==> src/tcpq_pkg.sv <==
// Shared types and constants for the three-class priority queue.
// Used by the stack, ring and top-level modules; depends on nothing.
package tcpq_pkg;

    localparam int ClassDepth = 16;
    localparam int IdxW       = $clog2(ClassDepth);
    localparam int CntW       = $clog2(ClassDepth + 1);

    localparam logic       REQ_INSERT = 1'b0;
    localparam logic       REQ_SERVE  = 1'b1;

    localparam logic [1:0] CLS_LIGHT  = 2'd0;
    localparam logic [1:0] CLS_MEDIUM = 2'd1;
    localparam logic [1:0] CLS_SEVERE = 2'd2;

    typedef enum logic [1:0] {
        ST_INSERTED = 2'd0,
        ST_SERVED   = 2'd1,
        ST_EMPTY    = 2'd2,
        ST_FULL     = 2'd3
    } t_status;

    typedef struct packed {
        logic [7:0]  age;
        logic [15:0] tag;
    } t_entry;

    typedef struct packed {
        logic push;
        logic pop;
    } t_class_ctl;

    typedef struct packed {
        logic empty;
        logic full;
    } t_class_sts;

endpackage

==> src/tcpq_stack.sv <==
// Last-in first-out store for one class of entries.
// Depends on tcpq_pkg for the depth, the entry type and the control structs.
module tcpq_stack (
    input  logic                 i_clk,
    input  logic                 i_rst_n,
    input  tcpq_pkg::t_class_ctl i_ctl,
    input  tcpq_pkg::t_entry     i_data,
    output tcpq_pkg::t_class_sts o_sts,
    output tcpq_pkg::t_entry     o_top
);

    tcpq_pkg::t_entry           r_mem [tcpq_pkg::ClassDepth];
    logic [tcpq_pkg::CntW-1:0]  r_count;
    logic [tcpq_pkg::CntW-1:0]  n_count;
    logic [tcpq_pkg::IdxW-1:0]  w_top_idx;

    assign o_sts.empty = (r_count == '0);
    assign o_sts.full  = (r_count == tcpq_pkg::CntW'(tcpq_pkg::ClassDepth));
    assign w_top_idx   = tcpq_pkg::IdxW'(r_count - tcpq_pkg::CntW'(1));
    assign o_top       = r_mem[w_top_idx];

    always_comb begin
        n_count = r_count;
        if (i_ctl.push && !o_sts.full) begin
            n_count = r_count + tcpq_pkg::CntW'(1);
        end else if (i_ctl.pop && !o_sts.empty) begin
            n_count = r_count - tcpq_pkg::CntW'(1);
        end
    end

    always_ff @(posedge i_clk) begin
        if (!i_rst_n) begin
            r_count <= '0;
        end else begin
            r_count <= n_count;
        end
    end

    always_ff @(posedge i_clk) begin
        if (i_ctl.push && !o_sts.full) begin
            r_mem[r_count[tcpq_pkg::IdxW-1:0]] <= i_data;
        end
    end

endmodule

==> src/tcpq_ring.sv <==
// First-in first-out ring buffer for the light class.
// Depends on tcpq_pkg for the depth, the entry type and the control structs.
module tcpq_ring (
    input  logic                 i_clk,
    input  logic                 i_rst_n,
    input  tcpq_pkg::t_class_ctl i_ctl,
    input  tcpq_pkg::t_entry     i_data,
    output tcpq_pkg::t_class_sts o_sts,
    output tcpq_pkg::t_entry     o_head
);

    tcpq_pkg::t_entry           r_mem [tcpq_pkg::ClassDepth];
    logic [tcpq_pkg::IdxW-1:0]  r_rd_ptr;
    logic [tcpq_pkg::IdxW-1:0]  r_wr_ptr;
    logic [tcpq_pkg::CntW-1:0]  r_count;
    logic                       w_do_push;
    logic                       w_do_pop;

    function automatic logic [tcpq_pkg::IdxW-1:0] next_slot(
        input logic [tcpq_pkg::IdxW-1:0] p
    );
        if (p == tcpq_pkg::IdxW'(tcpq_pkg::ClassDepth - 1)) begin
            return '0;
        end
        return p + tcpq_pkg::IdxW'(1);
    endfunction

    assign o_sts.empty = (r_count == '0);
    assign o_sts.full  = (r_count == tcpq_pkg::CntW'(tcpq_pkg::ClassDepth));
    assign o_head      = r_mem[r_rd_ptr];
    assign w_do_push   = i_ctl.push && !o_sts.full;
    assign w_do_pop    = i_ctl.pop && !i_ctl.push && !o_sts.empty;

    always_ff @(posedge i_clk) begin
        if (!i_rst_n) begin
            r_rd_ptr <= '0;
            r_wr_ptr <= '0;
            r_count  <= '0;
        end else if (w_do_push) begin
            r_wr_ptr <= next_slot(r_wr_ptr);
            r_count  <= r_count + tcpq_pkg::CntW'(1);
        end else if (w_do_pop) begin
            r_rd_ptr <= next_slot(r_rd_ptr);
            r_count  <= r_count - tcpq_pkg::CntW'(1);
        end
    end

    always_ff @(posedge i_clk) begin
        if (w_do_push) begin
            r_mem[r_wr_ptr] <= i_data;
        end
    end

endmodule

==> src/three_class_priority_queue.sv <==
// Bounded three-class priority queue: input register, request logic, result register.
// Depends on tcpq_pkg, tcpq_stack and tcpq_ring.
//
// Usage: each input beat is one request. An insert (req_type 0) files an entry
// by item_class: severe and medium entries go on stacks (newest served first),
// light entries go into a ring (oldest served first). A serve (req_type 1)
// removes the front entry: severe first, then medium, then light. Every request
// gives exactly one result beat carrying a status: inserted, served, queue
// empty, or class full. Result class, age and tag are zero unless served.
// A request passes through the input register and then the result register.
// Throughput is one request per cycle while the receiver does not stall; each
// request touches only the top or head of one class store. Reset empties all
// three classes and drops any beat in flight.
// When the receiver stalls, the result register holds its beat; the input
// register then holds the next request and o_in_stall rises until it drains.
module three_class_priority_queue (
    input  logic        i_clk,
    input  logic        i_rst_n,
    input  logic        i_in_valid,
    output logic        o_in_stall,
    input  logic        i_req_type,
    input  logic [1:0]  i_item_class,
    input  logic [7:0]  i_item_age,
    input  logic [15:0] i_item_tag,
    output logic        o_out_valid,
    input  logic        i_out_stall,
    output logic [1:0]  o_status,
    output logic [1:0]  o_out_class,
    output logic [7:0]  o_out_age,
    output logic [15:0] o_out_tag
);

    logic                 r_in_valid;
    logic                 r_req_type;
    logic [1:0]           r_item_class;
    tcpq_pkg::t_entry     r_item;

    logic                 r_out_valid;
    tcpq_pkg::t_status    r_status;
    logic [1:0]           r_out_class;
    tcpq_pkg::t_entry     r_out_entry;

    tcpq_pkg::t_status    n_status;
    logic [1:0]           n_out_class;
    tcpq_pkg::t_entry     n_out_entry;

    logic                 w_advance;
    logic                 w_accept;
    logic                 w_work;
    tcpq_pkg::t_class_ctl w_sev_ctl;
    tcpq_pkg::t_class_ctl w_med_ctl;
    tcpq_pkg::t_class_ctl w_lgt_ctl;
    tcpq_pkg::t_class_sts w_sev_sts;
    tcpq_pkg::t_class_sts w_med_sts;
    tcpq_pkg::t_class_sts w_lgt_sts;
    tcpq_pkg::t_entry     w_sev_top;
    tcpq_pkg::t_entry     w_med_top;
    tcpq_pkg::t_entry     w_lgt_head;

    assign w_advance  = !r_out_valid || !i_out_stall;
    assign o_in_stall = r_in_valid && !w_advance;
    assign w_accept   = i_in_valid && !o_in_stall;
    assign w_work     = r_in_valid && w_advance;

    tcpq_stack u_severe (
        .i_clk   (i_clk),
        .i_rst_n (i_rst_n),
        .i_ctl   (w_sev_ctl),
        .i_data  (r_item),
        .o_sts   (w_sev_sts),
        .o_top   (w_sev_top)
    );

    tcpq_stack u_medium (
        .i_clk   (i_clk),
        .i_rst_n (i_rst_n),
        .i_ctl   (w_med_ctl),
        .i_data  (r_item),
        .o_sts   (w_med_sts),
        .o_top   (w_med_top)
    );

    tcpq_ring u_light (
        .i_clk   (i_clk),
        .i_rst_n (i_rst_n),
        .i_ctl   (w_lgt_ctl),
        .i_data  (r_item),
        .o_sts   (w_lgt_sts),
        .o_head  (w_lgt_head)
    );

    always_comb begin
        w_sev_ctl   = '0;
        w_med_ctl   = '0;
        w_lgt_ctl   = '0;
        n_status    = tcpq_pkg::ST_FULL;
        n_out_class = tcpq_pkg::CLS_LIGHT;
        n_out_entry = '0;
        if (r_req_type == tcpq_pkg::REQ_INSERT) begin
            case (r_item_class)
                tcpq_pkg::CLS_SEVERE: begin
                    w_sev_ctl.push = w_work;
                    if (!w_sev_sts.full) begin
                        n_status = tcpq_pkg::ST_INSERTED;
                    end
                end
                tcpq_pkg::CLS_MEDIUM: begin
                    w_med_ctl.push = w_work;
                    if (!w_med_sts.full) begin
                        n_status = tcpq_pkg::ST_INSERTED;
                    end
                end
                tcpq_pkg::CLS_LIGHT: begin
                    w_lgt_ctl.push = w_work;
                    if (!w_lgt_sts.full) begin
                        n_status = tcpq_pkg::ST_INSERTED;
                    end
                end
                default: begin
                    n_status = tcpq_pkg::ST_FULL;
                end
            endcase
        end else if (!w_sev_sts.empty) begin
            w_sev_ctl.pop = w_work;
            n_status      = tcpq_pkg::ST_SERVED;
            n_out_class   = tcpq_pkg::CLS_SEVERE;
            n_out_entry   = w_sev_top;
        end else if (!w_med_sts.empty) begin
            w_med_ctl.pop = w_work;
            n_status      = tcpq_pkg::ST_SERVED;
            n_out_class   = tcpq_pkg::CLS_MEDIUM;
            n_out_entry   = w_med_top;
        end else if (!w_lgt_sts.empty) begin
            w_lgt_ctl.pop = w_work;
            n_status      = tcpq_pkg::ST_SERVED;
            n_out_class   = tcpq_pkg::CLS_LIGHT;
            n_out_entry   = w_lgt_head;
        end else begin
            n_status = tcpq_pkg::ST_EMPTY;
        end
    end

    always_ff @(posedge i_clk) begin
        if (!i_rst_n) begin
            r_in_valid  <= 1'b0;
            r_out_valid <= 1'b0;
        end else begin
            if (w_accept) begin
                r_in_valid <= 1'b1;
            end else if (w_advance) begin
                r_in_valid <= 1'b0;
            end
            if (w_advance) begin
                r_out_valid <= r_in_valid;
            end
        end
    end

    always_ff @(posedge i_clk) begin
        if (w_accept) begin
            r_req_type   <= i_req_type;
            r_item_class <= i_item_class;
            r_item.age   <= i_item_age;
            r_item.tag   <= i_item_tag;
        end
        if (w_work) begin
            r_status    <= n_status;
            r_out_class <= n_out_class;
            r_out_entry <= n_out_entry;
        end
    end

    assign o_out_valid = r_out_valid;
    assign o_status    = r_status;
    assign o_out_class = r_out_class;
    assign o_out_age   = r_out_entry.age;
    assign o_out_tag   = r_out_entry.tag;

endmodule

==> config.mk <==
export PLATFORM = sky130hd
export DESIGN_NAME = three_class_priority_queue
export DESIGN_NICKNAME = d
export VERILOG_FILES = /design/src/tcpq_pkg.sv /design/src/tcpq_stack.sv /design/src/tcpq_ring.sv /design/src/three_class_priority_queue.sv
export SDC_FILE = /design/constraint.sdc
export NUM_CORES = 1
export LEC_CHECK = 0
export BUFFER_PORTS_ARGS = -buffer_cell sky130_fd_sc_hd__buf_2
export CAP_MARGIN = 20
export CORE_ASPECT_RATIO = 0.8
export CORE_UTILIZATION = 50
export CTS_BUF_LIST = sky130_fd_sc_hd__clkbuf_2
export CTS_CLUSTER_SIZE = 28
export DETAILED_ROUTE_END_ITERATION = 16
export GPL_ROUTABILITY_DRIVEN = 0
export PLACE_DENSITY_LB_ADDON = 0.2
export REMOVE_ABC_BUFFERS = 1
export SLEW_MARGIN = 20
export SYNTH_ARGS = -nofsm -noshare
export SYNTH_HDL_FRONTEND = slang
export SYNTH_SLANG_ARGS = --single-unit
==> constraint.sdc <==
create_clock -name i_clk -period 4.98 [get_ports i_clk]
set_input_delay 0.747 -clock i_clk [delete_from_list [all_inputs] [get_ports i_clk]]
set_output_delay 0.747 -clock i_clk [all_outputs]
set_load 0.01 [all_outputs]
---- Word level (Yosys, flattened, before mapping) ----
Memory sizes are Yosys's and may differ from the RTL's. A register that Yosys moved wholly into a read port is not among the register bits.
Cells that the tools add are included.
W data, S select, Z words.
cells by class
  reductions and logical operators ........ 32
  div/mod/pow operators ................... 0
  bitwise gates (word level) .............. 1
  shifts and indexed selects .............. 0
  equality and inequality tests ........... 7
  add/sub/neg operators ................... 8
  multipliers ............................. 0
  mux-type cells .......................... 55
  magnitude comparators ................... 0
operators with widths
  cell                   count
  $mux W24               3
  $mux W1                31
  $mux W5                6
  $mux W4                6
  $mux W2                8
  $add A5 B1 Y5 const B  3
  $eq A5 B5 Y1 const B   3
  $logic_not A5 Y1       3
  $sub A5 B1 Y5 const B  3
  $logic_not A1 Y1       11
  $logic_and A1 B1 Y1    10
  $add A4 B1 Y4 const B  2
  $eq A4 B4 Y1 const B   2
  $reduce_bool A2 Y1     4
  $pmux W2 S3            1
  $reduce_and A2 Y1      2
  $eq A2 B1 Y1 const B   1
  $eq A2 B2 Y1 const B   1
  $logic_not A2 Y1       1
  $logic_or A1 B1 Y1     1
  $not A1 Y1             1
storage, ports and cells
  bits in read-only memories .............. 0
  output and inout port bits .............. 30
  bits in latches ......................... 0
  memories ................................ 3
  bits in registers ....................... 80
  logic and storage cells ................. 122
  RAM bits ................................ 1,152
memories
  name            depth  width  read ports  clocked after Yosys merged registers in  write ports  RTL line          source
  u_light.r_mem   16     24     1           1                                        1            tcpq_ring.sv:12   tcpq_pkg::t_entry r_mem [tcpq_pkg::ClassDepth];
  u_medium.r_mem  16     24     1           0                                        1            tcpq_stack.sv:12  tcpq_pkg::t_entry r_mem [tcpq_pkg::ClassDepth];
  u_severe.r_mem  16     24     1           0                                        1            tcpq_stack.sv:12

---- Logic depth before layout (Yosys ltp) ----
  word-level depth ........................ 15
  mapped depth ............................ 12

---- Modules after synthesis ----
From an unflattened synthesis, not the netlist that was laid out.
unflattened totals
  cell total of the unflattened synthesis .. 2,177
  area total of the unflattened synthesis .. 48,107.4 µm²
by module, submodules not included
  module                      cells each  times used  area an instance (µm²)  seq. area each (µm²)
  tcpq_ring                   651         1           15,419.8                11,871.4
  tcpq_stack at u_medium      698         1           15,217.1                11,631.2
  tcpq_stack at u_severe      690         1           15,133.3                11,631.2
  three_class_priority_queue  138         1           2,337.2                 1,691.6

---- Least setup slack after synthesis ----
No wires, ideal clock.
  kind .................................... input port to flip-flop
  start point ............................. in i_out_stall
  end point ............................... mem u_medium.r_mem[7][0] (netlist name) (enable)
  setup time .............................. 0.435 ns
  slack ................................... 0.355 ns
  required time ........................... 4.545 ns
  arrival ................................. 4.190 ns
  path buffers ............................ 1
  cell stages on the path ................. 5
  cells stage by stage .................... a21bo_2 > inv_1 > buf_1 > nand3_1 > nor3_1
on the way
  cells in the longest elaborated chain, start to end .. 8
ends and longest elaborated chain
  element                        RTL line                           source
  start: declaration             three_class_priority_queue.sv:26   input logic i_out_stall,
  $logic_not A1 Y1               three_class_priority_queue.sv:60   assign w_advance = !r_out_valid || !i_out_stall;
  $logic_or A1 B1 Y1             three_class_priority_queue.sv:60
  $logic_and A1 B1 Y1            three_class_priority_queue.sv:63   assign w_work = r_in_valid && w_advance;
  $mux W1                        three_class_priority_queue.sv:100  case (r_item_class)
  $mux W1                        three_class_priority_queue.sv:99   if (r_req_type == tcpq_pkg::REQ_INSERT) begin
  $logic_and A1 B1 Y1            tcpq_stack.sv:40                   if (i_ctl.push && !o_sts.full) begin
  $mux W1                        tcpq_stack.sv:40
  $mux W1 (implied by the code)  tcpq_stack.sv:41                   r_mem[r_count[tcpq_pkg::IdxW-1:0]] <= i_data;
  end: declaration               tcpq_stack.sv:12
Every way passes these cells.

---- Final worst setup path ----
  start point ............................. reg u_medium.r_count[1] (netlist name)
  end point ............................... reg r_out_entry (netlist bit o_out_tag[9]) (data pin)
on the way
  cells in the longest elaborated chain, start to end .. 4
ends and longest elaborated chain
  element                   RTL line                           source
  start: declaration        tcpq_stack.sv:13                   logic [tcpq_pkg::CntW-1:0] r_count;
  start signal: assignment  tcpq_stack.sv:35                   r_count <= n_count;
  $sub A5 B1 Y5             tcpq_stack.sv:19                   assign w_top_idx = tcpq_pkg::IdxW'(r_count - tcpq_pkg::CntW'(1));
  $mem_v2 Z16 W24           n/a
  $mux W24 (*)              three_class_priority_queue.sv:128  end else if (!w_med_sts.empty) begin
  $mux W24 (*)              three_class_priority_queue.sv:123  end else if (!w_sev_sts.empty) begin
  end signal: assignment    three_class_priority_queue.sv:169  r_out_entry <= n_out_entry;
  end: declaration          three_class_priority_queue.sv:41   tcpq_pkg::t_entry r_out_entry;
Mark *: on every way between the ends. The rest lies on a longest branch, timed or not.
A chain may end at the register's enable or synchronous reset.

==> impl_metrics.tcl <==
set metrics [dict create \
    power_frac_clock 0.333 \
    report.final.slew_viol_count 0 \
    grt_setup_unrepaired "no" \
    report.final.setup_viol 0 \
    postRouteAntennaNets 0 \
    hp_start "i_item_tag[15]" \
    r2r.worst_path.cells 7 \
    coreArea_sq_um 93500 \
    post-layout-total-power_uw 18600 \
    share_of_synthesized_area_occupied_by_flip_flops_and_latches 0.777 \
    reg2reg_setup_slack_ns 1.61 \
    ys_dominant_reg_cell "sky130_fd_sc_hd__edfxtp_1" \
    cts_tree "done" \
    cts_max_level 5 \
    grt.overflow.total 0 \
    route.vias.total 24220 \
    post_cts_resized 0 \
    worst_path_dominant_cell_family "adder cells" \
    post_synth_simple_gate_area 0.0275 \
    synth.avg_cell_area_sq_um 21.7 \
    critical_path_required_ns 6.25 \
    drive_above_1_share 0.343 \
    combinational_group_share_of_total_power 0.048 \
    drt-wirelength-per-cell_microns 29.3 \
    achievable-frequency_mhz 297 \
    grt_max_degree 103 \
    yosys.area_share.adder 0.00517 \
    cts_buffers 310 \
    finish.instance_area_sq_um 52800 \
    avgViaCountPerCell 6.02 \
    run_status "completed" \
    drt_drc_violations_left 0 \
    ys_warn_count 0 \
    worst_slew_margin_rel 0.232 \
    timing.hold.worst_endpoint "r_item[15]$_DFFE_PP_" \
    cellLeakagePower_uw 0.0174 \
    power-per-cell-area_nw_per_um2 351 \
    worst_setup_sp_type "flip-flop" \
    intPower_uw 14100 \
    die_height_microns 277 \
    asyncSetResetFlopFracSynth 0 \
    number_of_failing_hold_endpoints_at_the_final_stage 0 \
    swShare 0.241 \
    track_usage 0.249 \
    synth_top_family_by_area "multiplexers" \
    fin_worst_hold_slack_ns 0.434 \
    max-vdd-ir-drop_mv 0.267 \
    synthMuxAreaShare 0.151 \
    critical_path_class "reg -> reg" \
    cts.path.max_buffers 4 \
    routed_wirelength_microns 118000 \
    port_buffers 60 \
    synth_seq_cells 1236 \
    min_delay_path_depth 3 \
    synth-edff-count 1207 \
    die_area_sq_um 96100 \
    clk-insertion-delay-late_ns 1.58 \
    initial_antenna_violation_count 7 \
    number_of_global_route_vias_before_repair 24770 \
    finish.net_count 2660 \
    synth_compound_gate_area_share 0.0238 \
    critical_path_peak_fanout 53 \
    yosys.area_share.xor_xnor 0.00314 \
    rows 100 \
    fin_setup_tns_ns 0 \
    dpl_cell_area_sq_um 49800 \
    highest_cell_delay_on_the_worst_timing_path_ns 0.86 \
    ioPinCount 61 \
    finClkSkew_ns 0.131 \
    path_clk_slew_ns 0.10 \
    sequentialPowerShare 0.619 \
    starting_density_of_the_core 0.507 \
    syn-instance-count 2186 \
    tightest_slew_ns 1.14 \
    worstSetupEndpointType "flip-flop" \
    r2r_end "o_out_tag[9]$_SDFFCE_PN0N_" \
    min_delay_worst_type "in -> reg" \
    place.detailed.hpwl_microns 65700 \
    cp.buffers_inverters 2 \
    clock_tree.root_cell "sky130_fd_sc_hd__clkbuf_2" \
    area_delta_synth_final_pct 11.4 \
    worstPathCellList "inv_1, ha_4, buf_4, mux4_2, mux2i_1, o22ai_1, a221o_1" \
    crit-reg2reg-launch "u_medium.r_count[1]$_SDFFE_PN0P_" \
    mappedNetlistArea_sq_um 47400 \
    cap_violations 0 \
    initialDrtViolationCount 2785 \
    die_w_microns 346 \
    drt_pre_antenna_iters 5 \
    worstPathArrival_ns 4.64 \
    min_period_over_period 0.677 \
    wire_length_of_the_first_global_routing_pass_microns 169000 \
    power.switching_uw 4460 \
    cts.sinks 1236 \
    period_needed_ns 3.37 \
    ys_types 60 \
    worst_path_max_delay_cell "sky130_fd_sc_hd__ha_4" \
]
==> worst max path at each step <==
stage / end / depth (start not counted) / from / slack (ns)
floorplan: o_out_age[0]$_SDFFCE_PN0N_ / 6 / u_medium.r_count[0]$_SDFFE_PN0P_ / -4.36
global placement: u_light.r_count[4]$_SDFFE_PN0P_ / 10 / i_out_stall / 1.46
detailed placement: u_light.r_mem[9][7]$_DFFE_PP_ / 6 / i_out_stall / 1.41
CTS: u_light.r_mem[9][13]$_DFFE_PP_ / 5 / r_req_type$_DFFE_PP_ / 1.64
global route: u_light.r_count[4]$_SDFFE_PN0P_ / 9 / r_req_type$_DFFE_PP_ / 1.47
finish: o_out_tag[9]$_SDFFCE_PN0N_ / 7 / u_medium.r_count[1]$_SDFFE_PN0P_ / 1.61
==> worst register-to-register path: cells and delay by family (launching register included) <==
family | cells | cell delay (ns)
compound gates | 2 | 0.44
fa+ha+maj | 1 | 0.86
buf+inv | 2 | 0.70
flops | 1 | 0.41
mux | 2 | 0.68
==> per-layer routing <==
layer,global-route usage,part of all wire
met3,0.0670,0.095
met1,0.357,0.42
met2,0.361,0.46
met4,0.109,0.028
met5,0.00796,0.000059
==> sequential cells by signal (all words and copies together), names as in the netlist, named ones only <==
register and cells:
u_severe.r_count 5, r_item_class 2, u_severe.r_mem 384, o_out_age 8, u_medium.r_mem 384, r_item 24, o_status 2, r_req_type 1
r_in_valid 1, o_out_tag 16, o_out_class 2, u_light.r_rd_ptr 4, u_medium.r_count 5, o_out_valid 1, u_light.r_mem 384, u_light.r_wr_ptr 4
u_light.r_count 5
==> power groups by stage <==
stage	combinational, uW	sequential (uW)	clock, uW
final	886	11500	6180
after global routing	941	11500	6850
after CTS	893	11500	6350
after detailed placement	854	11700	0
after global placement	837	11700	0
after floorplan	402	11800	0
==> layout by cell type (no fill, tap or decap), drive strengths merged, types with 6 or more instances in the layout <==
master / count
nand3: 24
o22ai: 25
a21oi: 33
a221o: 15
dlygate4sd3: 63
buf: 163
inv: 26
edfxtp: 1207
nor3: 17
nor2: 50
a22oi: 50
xnor2: 6
nand2: 104
diode: 9
a211o: 11
and3: 34
and2: 10
mux2i: 68
clkbuf: 431
ha: 18
dfxtp: 29
clkinv: 51
mux4: 288
xor2: 11
==> metrics by stage <==
step | setup WS (ns) | utilization | cells
floorplan | -4.36 | - | 2072
global placement | 1.46 | 0.533 | 3459
detailed placement | 1.41 | 0.533 | 3459
CTS | 1.64 | 0.565 | 4012
global route | 1.47 | 0.565 | 4017
finish | 1.61 | 0.565 | 4021
==> what timing repair did <==
action / 4_1_cts / 5_1_grt
hold buffers: 63 / 0
setup buffers: 0 / 0
endpoints found under the hold margin: 90 / 0
==> area by class of cell <==
class | count | area, sq um
clock buffers | 431 | 2160
diodes | 9 | 22.5
fillers | 6985 | 40600
well taps | 1224 | 1530
multi-input cells | 817 | 10200
repair buffers | 226 | 1750
clock inverters | 59 | 254
flip-flops and latches | 1236 | 36800
inverters | 19 | 71.3
==> synth_stat cells (all sizes together), types with 2 or more instances <==
cell / number / area [sq um]
nand2: 104 / 393
mux2i: 68 / 681
a221o: 15 / 150
a211o: 11 / 96.3
buf: 54 / 304
nor3: 17 / 96.4
a21oi: 33 / 169
o21ai: 4 / 20.0
inv: 18 / 67.6
ha: 18 / 225
a211oi: 5 / 42.5
nor2: 50 / 188
a22oi: 50 / 375
nor2b: 4 / 25.0
a21o: 3 / 22.5
nor4b: 2 / 32.5
and3: 34 / 213
dfxtp: 29 / 581
nor4: 3 / 18.8
nand2b: 3 / 18.8
or3: 3 / 18.8
nand3: 24 / 120
nand4: 5 / 31.3
and2: 10 / 62.6
xor2: 11 / 96.3
o22ai: 25 / 163
mux4: 288 / 6490
clkbuf: 60 / 226
nor3b: 4 / 30.0
xnor2: 6 / 52.6
edfxtp: 1207 / 36200
==> cell families (layout without fill, tap and decap cells) <==
logic type                 count (synthesis)  count (layout)
DFF                                     1236            1236
other                                      0               9
adders and majority gates                 19              19
xor gates and xnor gates                  17              17
AOI/OAI and AO/OA                        156             156
and+or+nand+nor                          269             269
buffers and inverters                    133             735
muxes                                    356             356
No activity file was read; power rests on OpenSTA's default activity.
